## src/hw/rtl/lscp_pkg.sv

```systemverilog
`timescale 1ns / 1ps
package lscp_pkg;

    localparam int CONFIG_ENTRIES = 16;
    localparam int TEL_ENTRIES    = 64;
    localparam int CFG_IDX_W      = (CONFIG_ENTRIES > 1) ? $clog2(CONFIG_ENTRIES) : 1;
    localparam int TEL_IDX_W      = (TEL_ENTRIES > 1) ? $clog2(TEL_ENTRIES) : 1;
    localparam int FILL_W         = $clog2(TEL_ENTRIES + 1);

    localparam int LAT_W   = 48;
    localparam int CH_W    = 8;
    localparam int CNT_W   = 32;
    localparam int KIND_W  = 4;
    localparam int NODE_W  = 16;
    localparam int KEY_W   = KIND_W + NODE_W;
    localparam int HALF_W  = LAT_W / 2;
    localparam int PROD_W  = HALF_W + CNT_W;
    localparam int DIVD_W  = LAT_W + CNT_W + 1;
    localparam int DCNT_W  = $clog2(DIVD_W);
    localparam int REGI_W  = 3;

    localparam logic [CNT_W-1:0] CNT_MAX = '1;

    // Command codes
    localparam logic [1:0] CMD_DECIDE = 2'd0;
    localparam logic [1:0] CMD_CFG_WR = 2'd1;
    localparam logic [1:0] CMD_CFG_RM = 2'd2;
    localparam logic [1:0] CMD_NONE   = 2'd3;

    // Register indexes
    localparam logic [REGI_W-1:0] REG_TARGET    = 3'd0;
    localparam logic [REGI_W-1:0] REG_MIN       = 3'd1;
    localparam logic [REGI_W-1:0] REG_MAX       = 3'd2;
    localparam logic [REGI_W-1:0] REG_STEP      = 3'd3;
    localparam logic [REGI_W-1:0] REG_HOT_TREE  = 3'd4;
    localparam logic [REGI_W-1:0] REG_HOT_LL    = 3'd5;
    localparam logic [REGI_W-1:0] REG_CALM_TREE = 3'd6;

    localparam logic [LAT_W-1:0] RST_TARGET    = 48'd150;
    localparam logic [CH_W-1:0]  RST_MIN       = 8'd1;
    localparam logic [CH_W-1:0]  RST_MAX       = 8'd8;
    localparam logic [CH_W-1:0]  RST_STEP      = 8'd1;
    localparam logic [LAT_W-1:0] RST_HOT_TREE  = 48'd65536;
    localparam logic [LAT_W-1:0] RST_HOT_LL    = 48'd1048576;
    localparam logic [LAT_W-1:0] RST_CALM_TREE = 48'd16384;

    localparam logic [1:0] AGGR_NONE = 2'd0;
    localparam logic [1:0] AGGR_CALM = 2'd1;
    localparam logic [1:0] AGGR_HOT  = 2'd3;
    localparam logic ALGO_TREE    = 1'b0;
    localparam logic ALGO_RING    = 1'b1;
    localparam logic PROTO_LL     = 1'b0;
    localparam logic PROTO_SIMPLE = 1'b1;

    typedef struct packed {
        logic [1:0]        cmd;
        logic [KIND_W-1:0] coll_kind;
        logic [NODE_W-1:0] node_count;
        logic [LAT_W-1:0]  message_bytes;
        logic [LAT_W-1:0]  rolling_p99;
        logic [LAT_W-1:0]  last_latency;
        logic [CH_W-1:0]   current_chan;
        logic [LAT_W-1:0]  entry_target;
        logic [CH_W-1:0]   entry_min;
        logic [CH_W-1:0]   entry_max;
        logic [CH_W-1:0]   entry_step;
    } in_item_t;

    typedef struct packed {
        logic              algo_choice;
        logic              proto_choice;
        logic [CH_W-1:0]   channel_count;
        logic [1:0]        aggression;
        logic              telemetry_stored;
        logic [LAT_W-1:0]  mean_latency;
        logic [LAT_W-1:0]  peak_p99;
        logic [CNT_W-1:0]  sample_count;
    } out_item_t;

    typedef enum logic [3:0] {
        ST_IDLE,
        ST_LOOK,
        ST_SCAN,
        ST_FETCH,
        ST_CALC,
        ST_MUL_LO,
        ST_MUL_HI,
        ST_SUM,
        ST_DIV,
        ST_WB,
        ST_FIN
    } state_t;

    typedef struct packed {
        logic latch;
        logic look;
        logic scan;
        logic fetch;
        logic calc;
        logic mul_lo;
        logic mul_hi;
        logic sum;
        logic div_step;
        logic wb;
        logic fin;
    } ctrl_cmd_t;

    typedef struct packed {
        logic is_policy;
        logic scan_done;
        logic div_needed;
        logic div_last;
        logic out_free;
    } ctrl_sts_t;

endpackage

```

## src/hw/rtl/lscp_ctrl.sv

```systemverilog
`timescale 1ns / 1ps
module lscp_ctrl (
    input  logic               clk,
    input  logic               rst_n,
    input  logic               in_valid,
    output logic               in_ready,
    input  lscp_pkg::ctrl_sts_t sts,
    output lscp_pkg::ctrl_cmd_t cmd
);
    import lscp_pkg::*;

    state_t state_reg;
    state_t state_next;

    always_ff @(posedge clk or negedge rst_n)
    begin
        if (!rst_n)
        begin
            state_reg <= ST_IDLE;
        end
        else
        begin
            state_reg <= state_next;
        end
    end

    always_comb
    begin
        state_next = state_reg;
        case (state_reg)
            ST_IDLE:   if (in_valid) state_next = ST_LOOK;
            ST_LOOK:   state_next = sts.is_policy ? ST_SCAN : ST_FIN;
            ST_SCAN:   if (sts.scan_done) state_next = ST_FETCH;
            ST_FETCH:  state_next = ST_CALC;
            ST_CALC:   state_next = ST_MUL_LO;
            ST_MUL_LO: state_next = sts.div_needed ? ST_MUL_HI : ST_WB;
            ST_MUL_HI: state_next = ST_SUM;
            ST_SUM:    state_next = ST_DIV;
            ST_DIV:    if (sts.div_last) state_next = ST_WB;
            ST_WB:     state_next = ST_FIN;
            ST_FIN:    if (sts.out_free) state_next = ST_IDLE;
            default:   state_next = ST_IDLE;
        endcase
    end

    always_comb
    begin
        cmd          = '0;
        in_ready     = (state_reg == ST_IDLE);
        cmd.latch    = (state_reg == ST_IDLE) && in_valid;
        cmd.look     = (state_reg == ST_LOOK);
        cmd.scan     = (state_reg == ST_SCAN);
        cmd.fetch    = (state_reg == ST_FETCH);
        cmd.calc     = (state_reg == ST_CALC);
        cmd.mul_lo   = (state_reg == ST_MUL_LO);
        cmd.mul_hi   = (state_reg == ST_MUL_HI);
        cmd.sum      = (state_reg == ST_SUM);
        cmd.div_step = (state_reg == ST_DIV);
        cmd.wb       = (state_reg == ST_WB);
        cmd.fin      = (state_reg == ST_FIN) && sts.out_free;
    end

endmodule

```

## config.mk

```make
export PLATFORM = sky130hd
export DESIGN_NAME = lscp_ctrl
export DESIGN_NICKNAME = d
export VERILOG_FILES = /design/src/hw/rtl/lscp_pkg.sv /design/src/hw/rtl/lscp_ctrl.sv
export SDC_FILE = /design/constraint.sdc
export NUM_CORES = 1
export LEC_CHECK = 0
export BUFFER_PORTS_ARGS = -buffer_cell sky130_fd_sc_hd__buf_4
export CAP_MARGIN = 30
export CORE_AREA = 2 2 39 41
export CTS_BUF_LIST = sky130_fd_sc_hd__clkbuf_4 sky130_fd_sc_hd__clkbuf_8 sky130_fd_sc_hd__clkbuf_16
export DETAILED_ROUTE_END_ITERATION = 6
export DIE_AREA = 0 0 41 43
export SYNTH_ARGS = -nofsm -noshare
export SYNTH_HDL_FRONTEND = slang
export SYNTH_SLANG_ARGS = --single-unit
export TNS_END_PERCENT = 100
```

## constraint.sdc

```tcl
create_clock -name clk -period 1 [get_ports clk]
set_input_delay 0.05 -clock clk [delete_from_list [all_inputs] [get_ports clk]]
set_output_delay 0.05 -clock clk [all_outputs]
set_load 0.01 [all_outputs]
```

# == Word-level counts from Yosys, hierarchy flattened ==
# Index checks and enable logic that the tools add are counted.
# totals
regBits,4
input_bits,8
elab_cells,26
# op_classes
reduce_logical,4
n_eq_ne,14
n_mux,7
# ops
cell,count
4-bit one-hot mux with 11 select lines,1
4-bit 2-to-1 mux,6
"4-bit by 3-bit == test with 1-bit output, second input constant",4
"4-bit == test, second input constant",3
"4-bit by 2-bit == test with 1-bit output, second input constant",2
"2-bit != test, second input constant",4
"4-bit by 1-bit == test with 1-bit output, second input constant",1
4-bit logical NOT,1
4-bit AND reduction,1
1-bit logical AND,2

# == Longest topological paths before layout ==
# Gate-level depths: netlist of run 1.
# logic_depth
depth_word,3
depth_mapped,4

# == Worst setup path before layout of run 1 ==
# OpenSTA, ideal clock, no wires.
# synth_path
kind,reg-to-output
from,reg state_reg[0]
to,out cmd[10] (netlist name)
arrival_ns,1.126
setup_slack_ns,-0.176
stages_incl_launch_ff,4
path_cell_list,dfrtp_1 -> buf_6 -> nor4_2 -> and2_1
# synth_lines
item,line_no,source
start: declaration,lscp_ctrl.sv:12,state_t state_reg;
start signal: assignment,lscp_ctrl.sv:23,state_reg <= state_next;
end: declaration,lscp_ctrl.sv:8,output lscp_pkg::ctrl_cmd_t cmd

==> summary.txt, run 1 <==
Timing
  • Final setup vio count: 16
  • Max_slew headroom: 0.797
  • RSZ-0062 raised after global routing: yes
  • Pins Over Slew Limit: 0
  • Final worst slack: -0.314 ns
  • Clk_skew: 0.00538 ns
  • Final Critical Period: 1.31 ns
  • Peak Freq: 761 MHz
  • Final period utilization: 1.31
  • Worst slew pin tran: 0.304 ns
  • Hold Fails Final Rpt: 0
  • Fin Setup TNS: -3.65 ns

Drt
  • WL/cell: 15.1 um
  • # DRC: 0
  • Iteration-0 DRC Markers: 4
  • DR vias/cell: 4.95
  • WL final: 1690 um
  • TritonRoute pass-1 iters: 4
  • Antenna Nets Post-Route: 0
  • Via count: 554

Clock network
  • Worst-skew pair later-pin latency: 0.24 ns
  • Clock transition at the registers of the reported paths: 0.03 ns
  • CTS buffer count: 3
  • Max clock buf depth: 2
  • Root Driver: clkbuf_4
  • Htree depth: 1
  • CTS tree: yes
  • # clock sinks: 4

Final layout
  • Flip-flop and latch area: 101 sq um
  • Filler cell count: 97
  • Layout cells sized above 1: 0.813
  • Area occupied by multi-input gates: 397 sq um
  • Final net count: 106
  • ANT cells: 0
  • Layout area overhead: 150%
  • Max reg flops: 4

GRT
  • Most Crowded Layer GR: met2
  • GRT met3 Usage: 0.0314
  • Vias in the first global route: 549
  • Grt met2 use: 0.350
  • Overflow after GRT: 0
  • Initial antenna violation count: 0
  • Met1 usage: 0.207
  • Largest net degree at the start of global routing: 9
  • Tot GR Track Use: 0.199
  • First-pass GRT wire length: 2310 um

Die
  • Die Ht: 43 um
  • Die Span X: 41 um
  • Core area: 1380 sq um
  • I/O Pins: 20
  • Starting Density: 0.280
  • FP Rows: 14
  • Die area: 1760 sq um

Logic synthesis
  • Syn_area_per_cell: 7.61 sq um
  • Syn_nets: 59
  • Yosys reg bits: 4
  • Number of distinct library cells after synthesis: 26
  • Sequential cell area fraction in the yosys report: 0.258
  • Netlist Area Pre-Place: 388 sq um
  • YS warnings: 0
  • Post-synthesis instance total: 51

Power and ir drop
  • Pwr dens: 3460 nW/um^2
  • Leak: 0.000443 uW
  • Part of the power in combinational logic: 0.831
  • Sequential power share: 0.108
  • Internal power: 1860 uW
  • Switching pwr: 1500 uW
  • Clock Power Share: 0.061
  • IR drop worst, VDD: 1.93 mV
  • Switching Share: 0.447

Place
  • Detail Placement HPWL: 935 um
  • I/O Buffers: 19
  • Setup WS pre-CTS: -0.169 ns
  • Placer congestion estimate: 0.810

Setup path
  • CP required: 0.95 ns
  • Peak fanout along the critical path: 3
  • CP Launch Type: register
  • Data arrival, critical path: 1.26 ns
  • CP endpoint kind: output port
  • Setup Crit Path Kind: register to output port

Flow run
  • Number of max-cap violations: 0

Hold path
  • Worst min path class: input port to register

Status
  • Failing checks: negative setup slack
  • Status: finished, violations left
worst max-delay path: stages (launching register included):
cell     delay [ns]
dfrtp_1        0.41
buf_6          0.14
nor4_4         0.21
and2_4         0.18
buf_6          0.09
kinds of logic after synthesis:
logic type | synth area share
and+or+nand+nor | 0.374
AOI/OAI and AO/OA | 0.197
buffers and inverters | 0.119
DFF | 0.258
muxes | 0.0516
cells in the mapped netlist (all sizes together):
library cell	number	area [sq um]
o311ai	1	16.3
inv	4	15.0
a21oi	3	15.0
and2	1	6.26
nor4	2	18.8
a2111oi	1	15.0
o21ai	3	15.0
buf	4	31.3
o22ai	1	6.26
nand3	1	5.00
nor2	7	26.3
a211o	1	8.76
dfrtp	4	100
nand4	1	6.26
mux2i	2	20.0
nand2	4	17.5
nand2b	2	12.5
nor2b	2	12.5
nor3	7	40.0
cell type report:
cell class / instances / share of cell area
repair buffers: 46 / 0.417
multi-input cells: 39 / 0.409
inverters: 4 / 0.0258
flip-flops and latches: 4 / 0.105
well taps: 16 / 0.0206
clock buffers: 3 / 0.0232
timing repair:
item | in CTS | in global routing
setup endpoints to repair | 16 | 16
hold buffers | 1 | 0
setup buffers | 11 | 4
hold endpoints to repair | 4 | 0
pin swaps | 8 | 8
gates cloned | 0 | 0
gates resized for setup | 26 | 24
layout by cell type (no fill, tap or decap), drive strengths merged:
cell type / n
buf: 45
nor2: 7
nor3: 7
dfrtp: 4
nand2: 4
inv: 4
clkbuf: 3
o21ai: 3
a21oi: 3
mux2i: 2
nand2b: 2
nor4: 2
nor2b: 2
and2: 1
a2111oi: 1
a211o: 1
nand3: 1
nand4: 1
o311ai: 1
o22ai: 1
dlygate4sd3: 1
per-layer routing:
metal,share of wire,up-vias
li1,-,272
met1,0.36,266
met2,0.60,14
met3,0.027,2
met4,0.014,0
met5,0,-
metrics by stage:
step | instance area, sq um | cells | utilization | hold slack (ns) | total power (uW)
floorplan | 415 | 51 | - | -0.246 | 1310
global placement | 626 | 93 | 0.452 | -0.154 | 1870
detailed placement | 626 | 93 | 0.452 | -0.154 | 1900
CTS | 841 | 108 | 0.608 | 0.111 | 2810
global route | 970 | 112 | 0.701 | 0.119 | 3560
finish | 970 | 112 | 0.701 | 0.110 | 3360
final timing paths:
path,startpoint,end,slack (ns),depth (start not counted)
max,state_reg[1],cmd[10],-0.31,4
min,sts[2],state_reg[1],0.11,3
max reg2reg,state_reg[2],state_reg[0],-0.27,4
min reg2reg,state_reg[3],state_reg[2],0.74,3
max in group asynchronous,rst_n,state_reg[0],0.75,2
min in group asynchronous,rst_n,state_reg[2],0.14,2
power groups by stage:
stage	logic [uW]	clock network, uW	registers [uW]
after floorplan	981	0	325
after global placement	1470	0	392
after detailed placement	1510	0	396
after CTS	2240	210	357
after global routing	2970	216	380
final	2790	203	364
Note: power is estimated with default switching activity, not from simulation.
==> inputs of run 2 (changes only) <==
REMOVE_ABC_BUFFERS = 1   (was not set)
==> run 2 against run 1 <==
Power down 5.2%. Sequential share of layout area up 0.81 points. Routed wire length down 2.3%. Register-to-register slack better by 0.02 ns. Die area unchanged. Sequential power up 12%. Clock power up 4%. Fmax down 4.1%. The flow still finishes with violations (negative setup slack). Worst hold slack worse by 0.011 ns. Final cell count down 3.6%. Largest cell class is now multi-input gates. Via count down 0.54%.
==> summary.txt, run 2 (synthesis results as in run 1) <==
Timing
  • Final worst slack: -0.369 ns
  • Worst slew pin tran: 0.256 ns
  • Max_slew headroom: 0.829
  • Final setup vio count: 16
  • RSZ-0062 raised after global routing: yes
  • Final Critical Period: 1.37 ns
  • Clk_skew: 0.00831 ns
  • Final period utilization: 1.37
  • Peak Freq: 730 MHz
  • Hold Fails Final Rpt: 0
  • Pins Over Slew Limit: 0

Setup path
  • Peak fanout along the critical path: 4
  • Setup Crit Path Kind: register to output port
  • Flop-to-flop setup slack: -0.25 ns
  • R2R Path End: state_reg[0]
  • Worst reg2reg path startpoint: state_reg[2]
  • CP Launch Type: register
  • CP required: 0.95 ns
  • CP endpoint kind: output port
  • Data arrival, critical path: 1.32 ns
  • FF-to-FF path depth: 4

Drt
  • TritonRoute pass-1 iters: 4
  • Via count: 551
  • DR vias/cell: 5.10
  • Antenna Nets Post-Route: 0
  • # DRC: 0
  • WL final: 1660 um
  • Iteration-0 DRC Markers: 4
  • WL/cell: 15.3 um

Hold path
  • Worst hold stages: 3
  • Min-delay src: sts[2]
  • Worst min path class: input port to register
  • Hold path endpoint: state_reg[1]

Clock network
  • Clock transition at the registers of the reported paths: 0.04 ns
  • Max clock buf depth: 2
  • Htree depth: 1
  • CTS buffer count: 3
  • Root Driver: clkbuf_4
  • # clock sinks: 4
  • CTS tree: yes
  • Worst-skew pair later-pin latency: 0.24 ns

Final layout
  • Max reg flops: 4
  • ANT cells: 0
  • Final net count: 102
  • Layout area overhead: 138%
  • Commonest non-fill, non-tap cell in the layout: buf_4
  • Layout cells sized above 1: 0.783
  • Most frequent cells in the layout: buf_4, buf_6, nor2_1
  • Design Area, Final: 922 sq um

GRT
  • Overflow after GRT: 0
  • Initial antenna violation count: 0
  • First-pass GRT wire length: 2370 um
  • Largest net degree at the start of global routing: 10
  • Vias in the first global route: 511
  • Tot GR Track Use: 0.205

Place
  • Placed inst area: 632 sq um
  • Detail Placement HPWL: 920 um
  • Placer congestion estimate: 0.756
  • Setup WS pre-CTS: -0.146 ns
  • I/O Buffers: 19

Flow run
  • Number of max-cap violations: 0

Power and ir drop
  • Pwr dens: 3450 nW/um^2
  • Leak: 0.000424 uW
  • Total power draw: 3180 uW
  • IR drop worst, VDD: 1.61 mV

Status
  • Failing checks: negative setup slack
  • Status: finished, violations left

Die
  • FP Rows: 14
  • I/O Pins: 20
  • Core area: 1380 sq um
  • Starting Density: 0.280
  • Die area: 1760 sq um
  • Die Ht: 43 um
  • Die Span X: 41 um
==> run 2: metal layers <==
layer / GRT usage / wire [um] / vias to the layer above
li1: - / - / 263
met1: 0.218 / 607 / 263
met2: 0.341 / 924 / 21
met3: 0.0524 / 90 / 4
met4: 0.120 / 31 / 0
met5: 0 / 0 / -
==> run 2: how the worst max path moves through the flow <==
stage | from | to | slack, ns | cells past startpoint
after floorplan | state_reg[1] | state_reg[0] | -0.19 | 3
after global placement | state_reg[0] | cmd[10] | -0.13 | 3
after detailed placement | state_reg[0] | cmd[10] | -0.15 | 3
after CTS | state_reg[1] | cmd[10] | -0.37 | 4
after global routing | state_reg[1] | cmd[10] | -0.44 | 4
final | state_reg[2] | cmd[10] | -0.37 | 4
==> run 2: cell type report <==
class | count | area [sq um]
tap | 16 | 20.0
timing repair buffer | 42 | 367
inverter | 4 | 25.0
sequential | 4 | 104
fill | 124 | 462
clock buffer | 3 | 22.5
multi-input combinational | 39 | 384
==> run 2: stage by stage <==
step	TNS, ns	hold slack, ns	instances	utilization
final	-4.18	0.0991	108	0.666
after global routing	-5.06	0.120	108	0.666
after CTS	-3.93	0.139	108	0.606
after detailed placement	-1.35	-0.145	97	0.457
after global placement	-1.28	-0.149	97	0.457
after floorplan	-0.515	-0.246	47	-
==> run 2: report_power, final <==
part	switching, uW	total [uW]	internal, uW	leakage [uW]
sequential	150	409	259	0.0000463
clock	77.1	212	135	0.0000138
combinational	1200	2560	1360	0.000364
==> run 2: repair_timing <==
item | in CTS | in global routing
setup endpoints to repair | 16 | 16
hold buffers | 1 | 0
setup buffers | 7 | 1
resized for setup | 28 | 23
gates cloned | 0 | 0
pin swaps | 6 | 7
endpoints found under the hold margin | 4 | 0
==> run 2: critical path, stage by stage (launching register included) <==
cell     delay, ns
dfrtp_2       0.43
buf_4         0.15
nor4_4        0.22
and2_1        0.16
buf_4         0.11
==> inputs of run 3 (changes only) <==
CELL_PAD_IN_SITES_DETAIL_PLACEMENT = 1   (was not set)
CELL_PAD_IN_SITES_GLOBAL_PLACEMENT = 1   (was not set)
CORE_AREA = not set   (was 2 2 39 41)
CORE_MARGIN = 2   (was not set)
CORE_UTILIZATION = 25   (was not set)
DIE_AREA = not set   (was 0 0 41 43)
PLACE_DENSITY = 0.71   (was not set)
==> run 3 against run 2 <==
The run still ends with negative setup slack left. Sequential share of layout area down 0.18 points. Clock power rose by 4%. First-iteration DRC count did not move. Non-clock buffer count up 1. Utilization decreased by 2.2 points. Critical path type unchanged. Largest cell class unchanged.
==> summary.txt, run 3 (synthesis results as in run 1) <==
Status
  • Status: finished, violations left
  • Failing checks: negative setup slack

Setup path
  • Cell Chain, Critical Path: buf_6 -> nor4_4 -> and2_1 -> buf_4
  • Crit-path slowest cell: dfrtp_2
  • Buffers & Inverters on Critical Path: 2
  • Peak fanout along the critical path: 3
  • Data arrival, critical path: 1.33 ns
  • CP Launch Type: register
  • CP peak stage delay: 0.42 ns
  • Family with the most delay on the worst path: simple AND/OR/NAND/NOR gates
  • CP required: 0.95 ns
  • Setup Crit Path Kind: register to output port
  • CP endpoint kind: output port

Clock network
  • Clock transition at the registers of the reported paths: 0.04 ns
  • CTS tree: yes
  • CTS buffer count: 3
  • Worst-skew pair later-pin latency: 0.25 ns
  • # clock sinks: 4
  • Max clock buf depth: 2
  • Htree depth: 1
  • Root Driver: clkbuf_4

Hold path
  • Worst min path class: input port to register

Place
  • Placer congestion estimate: 0.798
  • I/O Buffers: 19
  • Placed inst area: 609 sq um
  • Setup WS pre-CTS: -0.221 ns
  • Placed Cells: 94
  • Detail Placement HPWL: 1060 um

Drt
  • # DRC: 0
  • Iteration-0 DRC Markers: 4
  • TritonRoute pass-1 iters: 2
  • Antenna Nets Post-Route: 0
  • DR vias/cell: 5.02
  • WL/cell: 19.1 um
  • Via count: 547
  • WL final: 2080 um

GRT
  • First-pass GRT wire length: 2840 um
  • Largest net degree at the start of global routing: 9
  • Initial antenna violation count: 0
  • Vias in the first global route: 593
  • Tot GR Track Use: 0.211
  • Overflow after GRT: 0

Die
  • Die Span X: 43.4 um
  • I/O Pins: 20
  • Starting Density: 0.264
  • Die Ht: 43.4 um
  • Core area: 1470 sq um
  • Die area: 1880 sq um
  • FP Rows: 14

Power and ir drop
  • IR drop worst, VDD: 1.61 mV
  • Leak: 0.000427 uW
  • Pwr dens: 3510 nW/um^2

Final layout
  • Layout cells sized above 1: 0.839
  • Final net count: 103
  • ANT cells: 0
  • Most frequent cells in the layout: buf_4, buf_6, nor3_2
  • Layout area overhead: 145%
  • Non-Filler Instances: 109
  • Design Area, Final: 948 sq um
  • Commonest non-fill, non-tap cell in the layout: buf_4
  • Max reg flops: 4
  • Filler cell count: 158

Timing
  • Hold Fails Final Rpt: 0
  • RSZ-0062 raised after global routing: yes
  • Final worst slack: -0.382 ns
  • Peak Freq: 723 MHz
  • Hold WS: 0.116 ns
  • Final period utilization: 1.38
  • Max_slew headroom: 0.815
  • Final setup vio count: 16
  • Fin Setup TNS: -4.08 ns
  • Worst slew pin tran: 0.275 ns
  • Final Critical Period: 1.38 ns
  • Pins Over Slew Limit: 0
  • Clk_skew: 0.00554 ns

Flow run
  • Number of max-cap violations: 0
==> run 3: cell types whose count changed in the layout (fill, tap and decap cells not counted), sizes merged <==
cell,delta
buf,+1
==> run 3: path summary, 6_finish.rpt <==
kind | startpoint | to | slack [ns] | cells after the start
min in group asynchronous | rst_n | state_reg[3] | 0.15 | 2
max in group asynchronous | rst_n | state_reg[1] | 0.73 | 2
max | state_reg[1] | cmd[10] | -0.38 | 4
max reg2reg | state_reg[3] | state_reg[0] | -0.33 | 5
min reg2reg | state_reg[0] | state_reg[2] | 0.77 | 2
min | sts[2] | state_reg[1] | 0.12 | 3
==> run 3: repair_timing <==
item | 4_1_cts | 5_1_grt
pin swaps | 8 | 12
gates resized for setup | 27 | 30
hold buffers | 1 | 0
buffers inserted | 8 | 5
endpoints found under the setup margin | 16 | 16
hold endpoints to repair | 4 | 0
==> run 3: metal layers <==
layer,part of all wire,track usage,up-vias
li1,-,-,268
met1,0.41,0.241,260
met2,0.53,0.373,15
met3,0.033,0.0667,4
met4,0.018,0.0667,0
met5,0,0,-
==> run 3: report_power, final <==
part           internal, uW  switching, uW
logic                  1390           1270
registers               262            192
clock network           136           84.2
total                  1790           1550
==> run 3: tightest hold or removal path: stages <==
cell,delay [ns]
buf_4,0.11
a21oi_2,0.06
o22ai_2,0.09
==> run 3: cell type report <==
cell class / count / area (sq um) / share of cell area
Inverter: 4 / 22.5 / 0.0237
Timing Repair Buffer: 43 / 370 / 0.391
Multi-Input combinational cell: 39 / 408 / 0.430
Sequential cell: 4 / 105 / 0.111
Tap cell: 16 / 20.0 / 0.0211
Clock buffer: 3 / 22.5 / 0.0237
==> run 3: metrics by stage <==
step | power [uW] | utilization
2_1_floorplan | 1080 | -
3_3_place_gp | 1820 | 0.414
5_1_grt | 3530 | 0.645
6_report | 3330 | 0.645
3_5_place_dp | 1850 | 0.414
4_1_cts | 2700 | 0.547
